File: src/rtl/bn_ram.sv
`timescale 1ns / 1ps
// ----------------------------------------------------------------------------
// bn_ram
// Generic single-write, single-read RAM with registered read data.
// ----------------------------------------------------------------------------
module bn_ram #(
   parameter int WIDTH = 8,
   parameter int DEPTH = 16
) (
   input  logic                                     clock,
   input  logic                                     we,
   input  logic [(DEPTH > 1 ? $clog2(DEPTH) : 1)-1:0] waddr,
   input  logic [WIDTH-1:0]                         wdata,
   input  logic                                     re,
   input  logic [(DEPTH > 1 ? $clog2(DEPTH) : 1)-1:0] raddr,
   output logic [WIDTH-1:0]                         rdata
);
   logic [WIDTH-1:0] mem [DEPTH];

   always_ff @(posedge clock) begin
      if (we) begin
         mem[waddr] <= wdata;
      end
      if (re) begin
         rdata <= mem[raddr];
      end
   end
endmodule

File: config.mk
export PLATFORM = sky130hd
export DESIGN_NAME = bn_ram
export DESIGN_NICKNAME = d
export VERILOG_FILES = /design/src/rtl/bn_ram.sv
export SDC_FILE = /design/constraint.sdc
export NUM_CORES = 1
export LEC_CHECK = 0
export ABC_AREA = 1
export BUFFER_PORTS_ARGS = -buffer_cell sky130_fd_sc_hd__buf_2
export CORE_MARGIN = 2
export CORE_UTILIZATION = 40
export DETAILED_ROUTE_END_ITERATION = 8
export HOLD_SLACK_MARGIN = 0.12
export PLACE_DENSITY = 0.68
export SLEW_MARGIN = 20
export SYNTH_ARGS = -nofsm -noshare
export SYNTH_HDL_FRONTEND = slang
export SYNTH_SLANG_ARGS = --single-unit
File: constraint.sdc
create_clock -name clock -period 1.09 [get_ports clock]
set_input_delay 0.109 -clock clock [delete_from_list [all_inputs] [get_ports clock]]
set_output_delay 0.109 -clock clock [all_outputs]
set_load 0.02 [all_outputs]
==> results by group <==
Run status
  • Status: finished, violations left
  • Failing checks: negative setup slack

Detailed routing
  • Average wire per standard cell: 17.13 um
  • Post-Route WL: 13.65 mm
  • ANT nets after route: 0
  • Residual DRC: 0
  • Post-DR vias/cell: 4.944
  • DR vias: between 3,000 and 4,000
  • Initial DRT Pass Iterations: 5
  • Drt initial violations: 334

Timing
  • Worst relative slew slack: 0.5255
  • Final Max Tran Viols: 0
  • Fin Clk Skew: 0.005424 ns
  • RSZ-0062 raised after global routing: yes
  • Worst slew pin tran: 0.7107 ns
  • Final period utilization: 1.036
  • Final hold slack: 0.1456 ns
  • Fmax: between 800 and 900 MHz
  • Hold Violations, Final: 0
  • Min Tclk post-route: 1.130 ns
  • TNS Setup: -0.1044 ns
  • Worst setup margin: -0.03973 ns
  • Final setup violation count: 4

Logic synthesis
  • Seq cells post-synth: 136
  • Average size of a mapped cell: ~11 um^2
  • Main combinational cell family by area after synthesis: simple AND/OR/NAND/NOR gates
  • Post-synth cell types: 11
  • Xor and xnor area share after synthesis: 0
  • Yosys Warn Count: 0
  • Synthesized cell area: 0.005847 mm^2
  • Seq/Total Area, Yosys: 0.6985
  • Post-synthesis simple-gate area fraction: 0.2076
  • Synth Area in Adders: 0
  • Syn nets: 570
  • Mux share of post-synthesis cell area: 0
  • Gate Count Post-Synth: 551
  • Synth Area in Compound Gates: 0

Place
  • IO Port Bufs: 26
  • HPWL reported at the end of detailed placement: 8.100 mm
  • GP Congestion: around 0.86
  • Placed cell area: approximately 0.0063 mm^2
  • Pre-CTS setup slack: -0.2556 ns

Setup path
  • Crit path arrival time: approximately 1.0 ns
  • Worst r2r src: mem[15][3]$_DFFE_PP_
  • Slowest cell on crit path: edfxtp_1
  • Critical Path RT: 0.98 ns
  • Crit-path leading delay family: flip-flops
  • Crit Path Category: reg -> out
  • CP Launch Point: rdata[7]$_DFFE_PP_
  • Slowest stage delay, CP: 0.44 ns
  • CP Cell Sequence: buf_6
  • Crit. End Element: primary output
  • Worst Path Buf+Inv: 1
  • Critical path peak fanout: 1
  • Critical Path Source Type: register

Floorplanning
  • Die X: 124.9 um
  • Die Area: 0.01560 mm^2
  • Number of cell rows: 44
  • I/O pin cnt: 27
  • Core footprint: 0.01442 mm^2
  • Die height: 124.9 um
  • Starting Density: 0.4054

Clock network
  • Total CTS buffers: 17
  • CTS tree: done
  • Clock Tree Buf Depth: 2
  • CTS Root Cell: clkbuf_16
  • Setup Buffers After CTS: 0
  • CTS clk-pin slew, worst paths: about 0.060 ns
  • Worst-Skew Late Latency: 0.41 ns
  • Clock Sinks: 136
  • H-tree lvl count: 4

Layout
  • Layout cells sized above 1: 0.2023
  • Fin nets: 619
  • Area grow syn2layout: 22.96%
  • Number of diodes: 0
  • Final Cell Area: 0.007189 mm^2

Global routing
  • Total GRT Usage: 0.1813
  • Antenna violations before repair: 0
  • Largest net degree at the start of global routing: 64
  • Congestion Overflow GR: 0
  • Vias in the first global route: slightly below 4,000
  • First-pass GRT wire length: ~21 mm

Pwr
  • Worst vdd ir: 0.001078 V
  • Leak: 0.003083 uW
  • Pwr dens: 1798 mW/mm^2

Hold path
  • Hold Path Class: in -> reg
  • Hold_sp: wdata[7]

Flow run
  • Max-cap violations: 0
==> worst register-to-register path, delay by kind of cell (launching register included) <==
kind,cells,cell delay [ns]
buffers and inverters,1,0.06
DFF,1,0.37
and+or+nand+nor,5,0.41
==> timing repair <==
| action | 4_1_cts | 5_1_grt |
|---|---|---|
| pin swaps | 2 | 32 |
| hold buffers | 5 | 0 |
| resized for setup | 21 | 32 |
| setup endpoints to repair | 10 | 13 |
| hold endpoints to repair | 72 | 0 |
==> flip-flops by register name, summed over array words and instances, names as in the netlist <==
signal	cells
rdata	8
mem	128
==> layout make-up <==
class / instances / area (um^2)
clock buffer: 17 / 425.4
multi-input combinational: 289 / 1431
tap: 184 / 230.2
clock inverter: 15 / 207.7
inverter: 102 / 382.9
sequential: 136 / 4084
timing repair buffer: 54 / 427.9
fill: 1277 / 7234
==> per-stage QoR <==
step | instances | total power (uW) | utilization
finish | 797 | 12930 | 0.4984
global route | 797 | 13290 | 0.4984
CTS | 797 | 12930 | 0.4877
detailed placement | 760 | 6791 | 0.4342
global placement | 760 | 6768 | 0.4342
floorplan | 551 | 6473 | -
==> power by group <==
part / internal (uW) / switching [uW]
sequential: 5890 / 38.2
combinational: 276 / 585
clock: 4020 / 2120
total: 10200 / 2740
==> per-layer routing <==
metal / vias up / track usage / wire, um
li1: 1875 / - / -
met4: 0 / 0.06928 / 352
met3: 26 / 0.04124 / 970
met1: 1875 / 0.2547 / 6057
met2: 164 / 0.2774 / 6269
met5: - / 0 / 0
==> path summary, 6_finish.rpt <==
check,to,slack [ns],cells after the start
hold reg to reg,rdata[0]$_DFFE_PP_,0.77,6
setup reg to reg,rdata[3]$_DFFE_PP_,0,6
hold / removal,mem[4][7]$_DFFE_PP_,0.15,1
setup / recovery,rdata[7],-0.04,1
==> cells by family (layout without fill, tap and decap cells) <==
family | count (synthesis) | after routing
buffers and inverters | 126 | 188
AND/OR/NAND/NOR | 289 | 289
flip-flops | 136 | 136
==> cells in the final DEF, fill, tap and decap left out, types with 5 or more instances in the layout <==
cell type      count
edfxtp_1         136
clkbuf_16         17
nor2_1            17
nand3_1           57
buf_2             22
buf_4             19
nand3_2           39
dlygate4sd3_1      5
nand2_1          169
inv_1            100
bufinv_16          5
==> synth_stat cells, drive strengths merged <==
| library cell | number | area share |
|---|---|---|
| inv | 102 | 0.065 |
| buf | 24 | 0.028 |
| nor2 | 17 | 0.011 |
| nand2 | 173 | 0.11 |
| nand3b | 2 | 0.0026 |
| edfxtp | 136 | 0.70 |
| nand3 | 97 | 0.083 |
(Power assumes the default switching activity.)
