$ cat src/rtl/bn_sqrt.sv
`timescale 1ns / 1ps
// ----------------------------------------------------------------------------
// bn_sqrt
// Digit-by-digit integer square root, two radicand bits per cycle.
// ----------------------------------------------------------------------------
module bn_sqrt (
   input  logic        clock,
   input  logic        reset,
   input  logic        start,
   input  logic [63:0] radicand,
   output logic [31:0] root,
   output logic        done
);
   logic [63:0] rad_ff, rad_in;
   logic [34:0] rem_ff, rem_in;
   logic [31:0] root_ff, root_in;
   logic [4:0]  cnt_ff, cnt_in;
   logic        busy_ff, busy_in;
   logic        done_ff, done_in;
   logic [34:0] cur;
   logic [34:0] trial;

   // one step: bring down two bits, trial subtract 4r+1
   always_comb begin
      cur     = {rem_ff[32:0], rad_ff[63:62]};
      trial   = {1'b0, root_ff, 2'b01};
      rad_in  = rad_ff;
      rem_in  = rem_ff;
      root_in = root_ff;
      cnt_in  = cnt_ff;
      busy_in = busy_ff;
      done_in = 1'b0;
      if (start) begin
         rad_in  = radicand;
         rem_in  = '0;
         root_in = '0;
         cnt_in  = '0;
         busy_in = 1'b1;
      end else if (busy_ff) begin
         rad_in = {rad_ff[61:0], 2'b00};
         if (cur >= trial) begin
            rem_in  = cur - trial;
            root_in = {root_ff[30:0], 1'b1};
         end else begin
            rem_in  = cur;
            root_in = {root_ff[30:0], 1'b0};
         end
         cnt_in = cnt_ff + 5'd1;
         if (cnt_ff == 5'd31) begin
            busy_in = 1'b0;
            done_in = 1'b1;
         end
      end
   end

   always_ff @(posedge clock) begin
      if (reset) begin
         busy_ff <= 1'b0;
         done_ff <= 1'b0;
         cnt_ff  <= '0;
      end else begin
         busy_ff <= busy_in;
         done_ff <= done_in;
         cnt_ff  <= cnt_in;
      end
      rad_ff  <= rad_in;
      rem_ff  <= rem_in;
      root_ff <= root_in;
   end

   assign root = root_ff;
   assign done = done_ff;
endmodule
$ cat config.mk
export PLATFORM = sky130hd
export DESIGN_NAME = bn_sqrt
export DESIGN_NICKNAME = d
export VERILOG_FILES = /design/src/rtl/bn_sqrt.sv
export SDC_FILE = /design/constraint.sdc
export NUM_CORES = 1
export LEC_CHECK = 0
export ABC_AREA = 1
export BUFFER_PORTS_ARGS = -buffer_cell sky130_fd_sc_hd__buf_4
export CAP_MARGIN = 10
export CORE_MARGIN = 10
export CORE_UTILIZATION = 45
export CTS_BUF_LIST = sky130_fd_sc_hd__clkbuf_8
export CTS_CLUSTER_DIAMETER = 120
export DETAILED_ROUTE_END_ITERATION = 8
export PLACE_DENSITY = 0.68
export SLEW_MARGIN = 20
export SYNTH_ARGS = -nofsm -noshare
export SYNTH_HDL_FRONTEND = slang
export SYNTH_SLANG_ARGS = --single-unit
$ cat constraint.sdc
create_clock -name clock -period 5.9 [get_ports clock]
set_input_delay 0.59 -clock clock [delete_from_list [all_inputs] [get_ports clock]]
set_output_delay 0.59 -clock clock [all_outputs]
set_load 0.01 [all_outputs]
==> reports/metrics.cfg <==
[outcome]
status = complete, no violations

[min_path]
worstHoldStart = reset
hold_depth = 2
min_path_type = in -> reg
hold_path_end = busy_ff

[die]
fp.coreArea_um2 = 17400
start_util = 0.463
dieArea_um2 = 23700
rows = 48
pin_count = 100
die_x_um = 154
die_y_um = 154

[clock_network]
cts_root_buffer = clkbuf_8
htree_levels = 4
cts_resized = 0
cts_buffers = 17
cts_sinks = 136
cts_buffer_depth = 2
clkSlewWorstSetupHoldPaths_ps = 90
clkLatencyLatePin_ps = 450
cts-hold-fix-buffers = 0
cts_setup_buffers = 0
cts_tree = yes

[routing]
final_antenna_net_count = 0
vias_per_cell = 4.85
drtIter0Drc = 452
wl_per_cell_um = 13.8
drcViolationCount = 0
via_count = 7222
drtPass1Iterations = 5
drt_wl_total_mm = 20.5

[synthesis]
syn_nets = 1266
ys_warn_count = 0
synth_area_um2 = 8060
seq_area_frac_synth = 0.417
synth_cell_type_count = 41
syn_inst = 1163
syn_area_per_cell_um2 = 6.93
ys_ff_latch = 136

[sta]
fin_setup_tns_ps = 0
setup-violations-final = 0
fin_skew_ps = 13.9
grt_setup_unrepaired = no
maxSlewViolCount = 0
slew_headroom = 0.309
fmax_mhz = 382
period_minus_slack_ps = 2620
hold_ws_ps = 313
min_period_over_period = 0.444
final_hold_viol_count = 0
worst_slew_pin_slew_ps = 1040

[grt]
antenna_found_initial = 0
grt_pass1_vias = 7116
grt_max_degree = 69
grt_overflow = 0
grt_first_pass_wirelength_mm = 34.5
grt_use_total = 0.173

[setup_path]
critical_path.max_fanout = 35
cp.arrival_ps = 2970
cp_cell_sequence = inv_1, ha_1, a21oi_1, nand2_1, clkinv_1, nand2_1, nand2_1, nand2_2, nor2_8, nand2_8, nand2_2, nand2_1, nand2_1, nand2_1
cpPeakStageDelay_ps = 410
path_class = reg -> reg
worst_ep_required_time_ps = 6250
worst_path_most_repeated_cell = nand2_1
end_kind = flip-flop
startpoint_type = flip-flop
reg2regPathDepth = 14
r2r_slack_ps = 3280
r2r-end = rem_ff[29]
reg2reg_from = root[24]
slowest_stage = nor2_8

[layout]
final_common_cell = nand2_1
mostFrequentLayoutCells = 549 x nand2_1, 141 x inv_1, 102 x buf_4
layout.nets = 1353
syn2layout_area_growth_pct = 15.8
fillers = 1789
drive_gt1_frac = 0.129
diodes = 0

[placed_design]
place_congestion = 0.946
hpwl_mm = 15.1
portBuffers = 99

[power_and_ir_drop]
ir_drop_v = 0.000219
power_density_nw_per_um2 = 491
p_leak_uw = 0.00491

[flow_run]
drv_cap = 0

-- sequential cells by signal, indices dropped and copies added, names as in the netlist --
name	cells
busy_ff	1
cnt_ff	5
done	1
rad_ff	64
rem_ff	33
root	32
-- routing by layer --
metal / part of all wire / GRT usage / vias to the layer above
met4: 0.015 / 0.0450 / 0
met3: 0.070 / 0.0577 / 21
met1: 0.47 / 0.221 / 3210
met2: 0.44 / 0.274 / 165
met5: 0 / 0 / -
li1: - / - / 3826
-- per-stage QoR --
| stage | instance area (um^2) | instances | total power [uW] | utilization | setup slack, ps |
|---|---|---|---|---|---|
| finish | 9340 | 1488 | 4580 | 0.536 | 3280 |
| global route | 9340 | 1488 | 5040 | 0.536 | 2980 |
| CTS | 9340 | 1488 | 4590 | 0.536 | 3250 |
| detailed placement | 8950 | 1456 | 3810 | 0.514 | 3020 |
| global placement | 8950 | 1456 | 3800 | 0.514 | 3040 |
| floorplan | 8060 | 1163 | 3240 | - | 2480 |
-- cell usage after synthesis, drive strengths merged --
master / count / share of area
a211oi: 1 / 0.00093
a21o: 1 / 0.00093
a21oi: 26 / 0.017
a31oi: 1 / 0.00078
and2: 4 / 0.0031
buf: 10 / 0.0095
clkbuf: 24 / 0.011
clkinv: 1 / 0.00047
dfxtp: 72 / 0.18
edfxtp: 64 / 0.24
ha: 36 / 0.056
inv: 150 / 0.070
nand2: 557 / 0.26
nand3: 72 / 0.045
nand3b: 9 / 0.0084
nand4: 8 / 0.0062
nor2: 56 / 0.031
nor3: 11 / 0.0075
nor3b: 1 / 0.00093
nor4: 1 / 0.00078
o21ai: 5 / 0.0031
o21bai: 5 / 0.0047
o22ai: 31 / 0.024
or2: 2 / 0.0016
xor2: 15 / 0.016
-- power by group --
part | switching (uW) | internal (uW)
Clock | 393 | 377
Combinational | 1780 | 864
Sequential | 61.4 | 1110
Total | 2230 | 2350
-- critical path: cells and delay by family (launching register included) --
| kind | cells | cell delay, ps |
|---|---|---|
| simple gates | 10 | 1410 |
| fa+ha+maj | 1 | 380 |
| flops | 1 | 330 |
| compound gates | 1 | 240 |
| buf+inv | 2 | 130 |
-- final cells by class --
type,instances,area (um^2),area share
Clock inverter,15,154,0.0165
Multi-Input combinational cell,842,3970,0.425
Tap cell,225,282,0.0302
Sequential cell,136,3360,0.360
Clock buffer,17,234,0.0251
Inverter,151,568,0.0608
Timing Repair Buffer,102,766,0.0820
-- kinds of logic after synthesis --
logic type / share of synthesized area
flops: 0.417
compound gates: 0.0511
xor+xnor: 0.0163
fa+ha+maj: 0.0559
simple gates: 0.369
buf+inv: 0.0910
-- worst max path at each step --
stage                         from    endpoint  slack, ps  cells after the start
after floorplan              start   rad_ff[0]       2480                      4
after global placement       start  rad_ff[14]       3040                      4
after detailed placement     start   rad_ff[4]       3020                      4
after CTS                 root[20]  rem_ff[29]       3250                     14
after global routing      root[15]  rem_ff[25]       2980                     14
final                     root[24]  rem_ff[29]       3280                     14
Note: power is estimated with default switching activity, not from simulation.
