**src/rtl/bn_div.sv**
```systemverilog
`timescale 1ns / 1ps
// ----------------------------------------------------------------------------
// bn_div
// Restoring divider, one quotient bit per cycle, 64-bit by 33-bit.
// ----------------------------------------------------------------------------
module bn_div (
   input  logic        clock,
   input  logic        reset,
   input  logic        start,
   input  logic [63:0] dividend,
   input  logic [32:0] divisor,
   output logic [63:0] quotient,
   output logic        done
);
   logic [63:0] quo_ff, quo_in;
   logic [32:0] rem_ff, rem_in;
   logic [32:0] dvs_ff;
   logic [5:0]  cnt_ff, cnt_in;
   logic        busy_ff, busy_in;
   logic        done_ff, done_in;
   logic [33:0] shifted;
   logic [33:0] diff;

   // one step: shift in next dividend bit, trial subtract
   always_comb begin
      shifted = {rem_ff, quo_ff[63]};
      diff    = shifted - {1'b0, dvs_ff};
      quo_in  = quo_ff;
      rem_in  = rem_ff;
      cnt_in  = cnt_ff;
      busy_in = busy_ff;
      done_in = 1'b0;
      if (start) begin
         quo_in  = dividend;
         rem_in  = '0;
         cnt_in  = '0;
         busy_in = 1'b1;
      end else if (busy_ff) begin
         if (!diff[33]) begin
            rem_in = diff[32:0];
            quo_in = {quo_ff[62:0], 1'b1};
         end else begin
            rem_in = shifted[32:0];
            quo_in = {quo_ff[62:0], 1'b0};
         end
         cnt_in = cnt_ff + 6'd1;
         if (cnt_ff == 6'd63) begin
            busy_in = 1'b0;
            done_in = 1'b1;
         end
      end
   end

   always_ff @(posedge clock) begin
      if (reset) begin
         busy_ff <= 1'b0;
         done_ff <= 1'b0;
         cnt_ff  <= '0;
      end else begin
         busy_ff <= busy_in;
         done_ff <= done_in;
         cnt_ff  <= cnt_in;
      end
      quo_ff <= quo_in;
      rem_ff <= rem_in;
      if (start) begin
         dvs_ff <= divisor;
      end
   end

   assign quotient = quo_ff;
   assign done     = done_ff;
endmodule

```
**config.mk**
```make
export PLATFORM = sky130hd
export DESIGN_NAME = bn_div
export DESIGN_NICKNAME = d
export VERILOG_FILES = /design/src/rtl/bn_div.sv
export SDC_FILE = /design/constraint.sdc
export NUM_CORES = 1
export LEC_CHECK = 0
export BUFFER_PORTS_ARGS = -buffer_cell sky130_fd_sc_hd__buf_2
export CELL_PAD_IN_SITES_DETAIL_PLACEMENT = 1
export CELL_PAD_IN_SITES_GLOBAL_PLACEMENT = 2
export CORE_AREA = 2 2 150 152
export DETAILED_ROUTE_END_ITERATION = 6
export DIE_AREA = 0 0 152 154
export PLACE_DENSITY = 0.89
export SLEW_MARGIN = 20
export SYNTH_ARGS = -nofsm -noshare
export SYNTH_HDL_FRONTEND = slang
export SYNTH_SLANG_ARGS = --single-unit
```
**constraint.sdc**
```tcl
create_clock -name clock -period 4.3 [get_ports clock]
set_clock_uncertainty 0.15 [all_clocks]
set_input_delay 0.645 -clock clock [delete_from_list [all_inputs] [get_ports clock]]
set_output_delay 0.645 -clock clock [all_outputs]
set_load 0.05 [all_outputs]
```
==> results of run 1 <==
-- cells in the mapped netlist, drive strengths merged, types with 17 or more instances --
library cell | instances | area share
edfxtp | 97 | 0.39
mux2 | 64 | 0.096
nor2 | 49 | 0.024
o21ai | 48 | 0.032
a21oi | 44 | 0.029
nand2 | 42 | 0.021
dfxtp | 41 | 0.11
inv | 41 | 0.020
ha | 34 | 0.056
clkbuf | 29 | 0.014
nand3 | 28 | 0.019
a311oi | 26 | 0.030
xor2 | 17 | 0.020
-- stage by stage --
| stage | setup WS, ns | utilization | instances | hold slack, ns |
|---|---|---|---|---|
| after floorplan | 1.23 | - | 706 | 0.308 |
| after global placement | 0.958 | 0.399 | 1123 | 0.321 |
| after detailed placement | 0.918 | 0.399 | 1123 | 0.346 |
| after CTS | 0.878 | 0.428 | 1155 | 0.218 |
| after global routing | 0.580 | 0.428 | 1155 | 0.221 |
| final | 0.901 | 0.428 | 1155 | 0.234 |
-- kinds of logic (layout without fill, tap and decap cells) --
group,after synthesis,in the layout
flip-flops,138,138
buffers and inverters,76,245
XOR/XNOR,31,31
AO/OA/AOI/OAI,184,184
AND/OR/NAND/NOR,174,174
multiplexers,68,68
adder cells (fa/ha/maj),35,35
-- registers in the layout (all words and copies together) (netlist names) --
name,flops
dvs_ff,33
busy_ff,1
done,1
quotient,64
rem_ff,33
cnt_ff,6
-- final timing paths --
| kind | from | to | cells past startpoint |
|---|---|---|---|
| max reg2reg | dvs_ff[24]$_DFFE_PP_ | rem_ff[2]$_SDFFE_PP0P_ | 11 |
| max | dvs_ff[24]$_DFFE_PP_ | rem_ff[2]$_SDFFE_PP0P_ | 11 |
| min | divisor[6] | dvs_ff[6]$_DFFE_PP_ | 1 |
| min reg2reg | cnt_ff[5]$_SDFFE_PP0P_ | cnt_ff[5]$_SDFFE_PP0P_ | 2 |
-- cell usage in the layout (no fill, tap or decap), types with 34 or more instances in the layout --
cell        n
buf_2     163
edfxtp_1   97
mux2_2     63
nor2_1     49
a21oi_1    44
inv_1      41
o21ai_0    41
nand2_1    40
dfxtp_1    40
ha_1       34
-- final cells by class --
type                       count  area share
multi-input combinational    492       0.379
timing repair buffer         172      0.0966
clock inverter                15      0.0212
inverter                      41      0.0166
sequential                   138       0.403
clock buffer                  17      0.0459
tap                          280      0.0378
-- power groups by stage --
stage	clock network, mW	logic (mW)	registers [mW]
after floorplan	0	0.677	1.89
after global placement	0	1.22	1.69
after detailed placement	0	1.24	1.69
after CTS	1.56	1.25	1.67
after global routing	1.60	1.35	1.68
final	1.51	1.24	1.66
-- per-layer routing --
| metal | up-vias | track usage | routed length (um) |
|---|---|---|---|
| met3 | 26 | 0.0586 | 1450 |
| met4 | 2 | 0.0498 | 295 |
| met2 | 179 | 0.325 | 10700 |
| met5 | - | 0 | 13 |
| li1 | 2966 | - | - |
| met1 | 2931 | 0.218 | 9120 |
-- worst max-delay path: stages (launching register included) --
cell and delay, ns:
edfxtp_1 0.33, inv_1 0.05, ha_1 0.49, nand4_1 0.13, or3_1 0.40, o21ai_1 0.15
a31oi_1 0.08, o211ai_2 0.29, mux2i_2 0.51, buf_4 0.33, nand3_1 0.12, a311oi_1 0.28
==> metrics.yaml, run 1 <==
status: "complete, no violations"
hp-class: "in2reg"
htreeDepth: 4
synth-seq-area-share: 0.495
synth-xor-area-share: 0.0360
layout.area.seq_um2: 3730
crit_type: "reg2reg"
antenna_found_initial: 1
swShare: 0.369
peakVddDrop_uv: 231
finalPower_mw: 4.41
synth_top_family_by_area: "compound AO/OA/AOI/OAI gates"
ios: 165
fin_area_um2: 9280
tns_ns: 0
grt_pass1_wl_mm: 34.6
cts_resized: 0
clock_latency_ns: 0.43
portBuffers: 164
grt_pass1_vias: 6515
area_growth_pct: 22.9
startpoint_type: "flip-flop"
drtAntennaViolNets: 0
place_area_um2: 8650
postCtsSetupRepairBufs: 0
drive_above_1_share: 0.318
num_antenna_cells: 0
rows: 54
clkPwrFrac: 0.343
synthFlopType: "edfxtp_1"
grt_max_degree: 125
power.switching_mw: 1.63
synth_compound_area_frac: 0.159
initialDrtViolationCount: 212
finalSetupViolCount: 0
power_frac_comb: 0.281
clock-sinks: 138
initial_utilization: 0.348
multi_input_area_um2: 3520
muxShareOfSynthArea: 0.101
cts_buffer_depth: 2
slew_viol_final: 0
cts_tree: "built"
synth-simple-area-share: 0.110
critical_path_arrival_ns: 3.57
p_leak_nw: 3.87
core-area_um2: 21700
synth_edf_count: 97
hold_viol: 0
rsz0062_at_grt: "no"
drv_cap: 0
gp_congestion: 0.803
final_nets: 997
fmax_mhz: 294
num_vias: 6104
finalCriticalPeriod_ns: 3.40
dr.pass1.iters: 5
end_kind: "flip-flop"
cp_max_fo: 16
ys_types: 55
route.detailed.drc: 0
routed_via_density: 5.28
syn_inst: 706
fill_cells: 2428
grt_usage: 0.185
path_clk_slew_ns: 0.08
netlist_area_um2: 7550
drt-total-wl_mm: 21.5
synthAdderAreaFrac: 0.0590
cts_hold_buf: 0
wire_per_inst_um: 18.7
yosys_warnings: 0
ys_ff_latch: 138
tightest_slew_ns: 0.713
p_per_area_nw_per_um2: 476
synth_nets: 841
power_frac_seq: 0.377
rrSetupSlack_ns: 0.90
dp_hpwl_mm: 15.6
cts-root-buf: "clkbuf_16"
worstPathRequired_ns: 4.47
fp.dieW_um: 152
slew_headroom: 0.524
synth.avg_cell_area_um2: 10.7
period_share: 0.790
dieHeight_um: 154
die_area_um2: 23400
p_int_mw: 2.78
grt-ovfl-total: 0
ys_async_sr_fraction: 0
numCtsBuffers: 17
Power figures use the tool's default switching activity.
==> run 2: changes to the inputs <==
==> constraint.sdc (replaced) <==
create_clock -name clock -period 3.22 [get_ports clock]
set_clock_uncertainty 0.15 [all_clocks]
set_input_delay 0.483 -clock clock [delete_from_list [all_inputs] [get_ports clock]]
set_output_delay 0.483 -clock clock [all_outputs]
set_load 0.05 [all_outputs]
==> run 2 against run 1 <==
Net effect: worst hold slack lost 0.17 ns; clock power is 34% higher; sequential power up 34%; total power grew 37%; critical path type unchanged; highest routed layer unchanged; maximum frequency rose by 10%; register-to-register slack got worse by 0.76 ns; worst setup slack worse by 0.76 ns; final cell count increased by 1.5%; global-route usage grew 1.2 points; sequential cell count is the same; combinational power up 46%.
==> metrics.yaml, run 2 (same netlist as run 1, synthesis figures left out) <==
cts_buffer_depth: 2
slew_headroom: 0.434
p_per_area_nw_per_um2: 637
initial_utilization: 0.348
die_area_um2: 23400
final_nets: 1014
initialDrtViolationCount: 232
cts_hold_buf: 0
dp.cells: 1134
slew_viol_final: 0
drv_cap: 0
power_frac_comb: 0.299
route.detailed.drc: 0
fin_cells: 1172
largest_register_ff_count: 64
hold_end: "busy_ff$_SDFF_PP0_"
critPathLaunch: "quotient[63]$_DFFE_PP_"
rr_startpoint: "quotient[63]$_DFFE_PP_"
power.switching_mw: 2.20
rr_worst_depth: 11
drtAntennaViolNets: 0
end_kind: "flip-flop"
reg2reg_to: "rem_ff[26]$_SDFFE_PP0P_"
clock-sinks: 138
clock_latency_ns: 0.43
numCtsBuffers: 17
drive_above_1_share: 0.343
grt-ovfl-total: 0
dp_hpwl_mm: 16.2
critical_path_arrival_ns: 3.24
drt-total-wl_mm: 23.2
cts_tree: "built"
power_frac_seq: 0.367
cp_num_buf_inv: 1
status: "complete, no violations"
gp_congestion: 0.827
final_common_cell: "buf_2"
multi_input_area_um2: 3600
hp-class: "in2reg"
worstHoldStart: "reset"
finalCriticalPeriod_ns: 3.08
clkPwrFrac: 0.334
antenna_found_initial: 1
area_growth_pct: 25.9
cp_num_cells: 11
rrSetupSlack_ns: 0.14
crit_type: "reg2reg"
hold_viol: 0
cp_max_fo: 4
peakVddDrop_uv: 375
worstPathRequired_ns: 3.38
p_leak_nw: 3.98
grt_usage: 0.197
dieHeight_um: 154
swShare: 0.363
fill_cells: 2434
layout_common_cells: "163 x buf_2, 97 x edfxtp_1, 63 x mux2_2, 49 x nor2_1, 43 x a21oi_1"
critPathSlowestCell: "fa_1"
path_clk_slew_ns: 0.07
grtUsageMet2: 0.341
utilization: 0.438
cts-root-buf: "clkbuf_16"
ios: 165
tns_ns: 0
grt.busiest_layer: "met2"
use_met3: 0.0617
finalSetupViolCount: 0
num_antenna_cells: 0
startpoint_type: "flip-flop"
p_int_mw: 3.86
critPathMaxStageDelay_ns: 0.41
fp.dieW_um: 152
grt_pass1_vias: 6785
cp_cell_sequence: "inv_1 -> ha_1 -> fa_1 -> nand2b_1 -> a21oi_1 -> o2111ai_2 -> nand3_1 -> nand2_1 -> a221o_1 -> xor2_1 -> o31ai_1"
wire_per_inst_um: 19.8
hold_path_depth: 2
rows: 54
routed_via_density: 5.34
fmax_mhz: 324
grt_use_met1: 0.237
portBuffers: 164
dr.pass1.iters: 4
layout.area.seq_um2: 3730
grt_max_degree: 125
critPathTopFamily: "compound AO/OA/AOI/OAI gates"
core-area_um2: 21700
period_share: 0.957
num_vias: 6254
tightest_slew_ns: 0.844
htreeDepth: 4
grt_pass1_wl_mm: 36.7
## run 2: cell count changes in the layout (fill, tap and decap cells not counted), sizes merged
cell / change
buf: +15
bufinv: +1
clkinvlp: +1
clkbuf: +1
mux2: +1
inv: +5
clkinv: -7
## run 2: metal layers
layer  vias up  routed length, um
li1       3002                  -
met1      3050               9760
met2       179              11400
met3        21               1680
met4         2                334
met5         -                 11
## run 2: final cells by class
cell class | count | area share
clock buffers | 17 | 0.0447
flip-flops and latches | 138 | 0.393
repair buffers | 188 | 0.113
clock inverters | 15 | 0.0174
inverters | 41 | 0.0162
multi-input cells | 493 | 0.379
well taps | 280 | 0.0369
## run 2: power by group through the flow
stage	sequential (mW)	combinational [mW]	clock (mW)
4_1_cts	2.22	1.74	2.07
5_1_grt	2.24	1.97	2.14
3_5_place_dp	2.26	1.72	0
3_3_place_gp	2.25	1.70	0
2_1_floorplan	2.53	0.904	0
6_report	2.22	1.81	2.03
## run 2: repair_timing
item / 4_1_cts / 5_1_grt
setup endpoints to repair: 0 / 25
setup buffers: 0 / 4
gates resized for setup: 0 / 19
## run 2: metrics by stage
stage	instance area, um2	setup WS (ns)	power [mW]	hold slack [ns]
after floorplan	7550	0.150	3.43	0.308
after global placement	8760	0.151	3.95	0.326
after detailed placement	8760	0.0937	3.98	0.344
after CTS	9350	0.0753	6.03	0.0497
after global routing	9510	-0.0168	6.35	0.0475
final	9510	0.137	6.06	0.0645
## run 2: worst max-delay path by stage
stage                               to  slack [ns]
2_1_floorplan    quotient[0]$_DFFE_PP_        0.15
3_3_place_gp     quotient[0]$_DFFE_PP_        0.15
3_5_place_dp     quotient[0]$_DFFE_PP_        0.09
4_1_cts          quotient[0]$_DFFE_PP_        0.08
5_1_grt          quotient[0]$_DFFE_PP_       -0.02
6_report       rem_ff[26]$_SDFFE_PP0P_        0.14
## run 2: worst register-to-register path, cell delays in order (launching register included)
cell and delay [ns]:
edfxtp_1 0.34, inv_1 0.06, ha_1 0.24, fa_1 0.41, nand2b_1 0.18, a21oi_1 0.32, o2111ai_2 0.24, nand3_1 0.18
nand2_1 0.08, a221o_1 0.39, xor2_1 0.28, o31ai_1 0.10
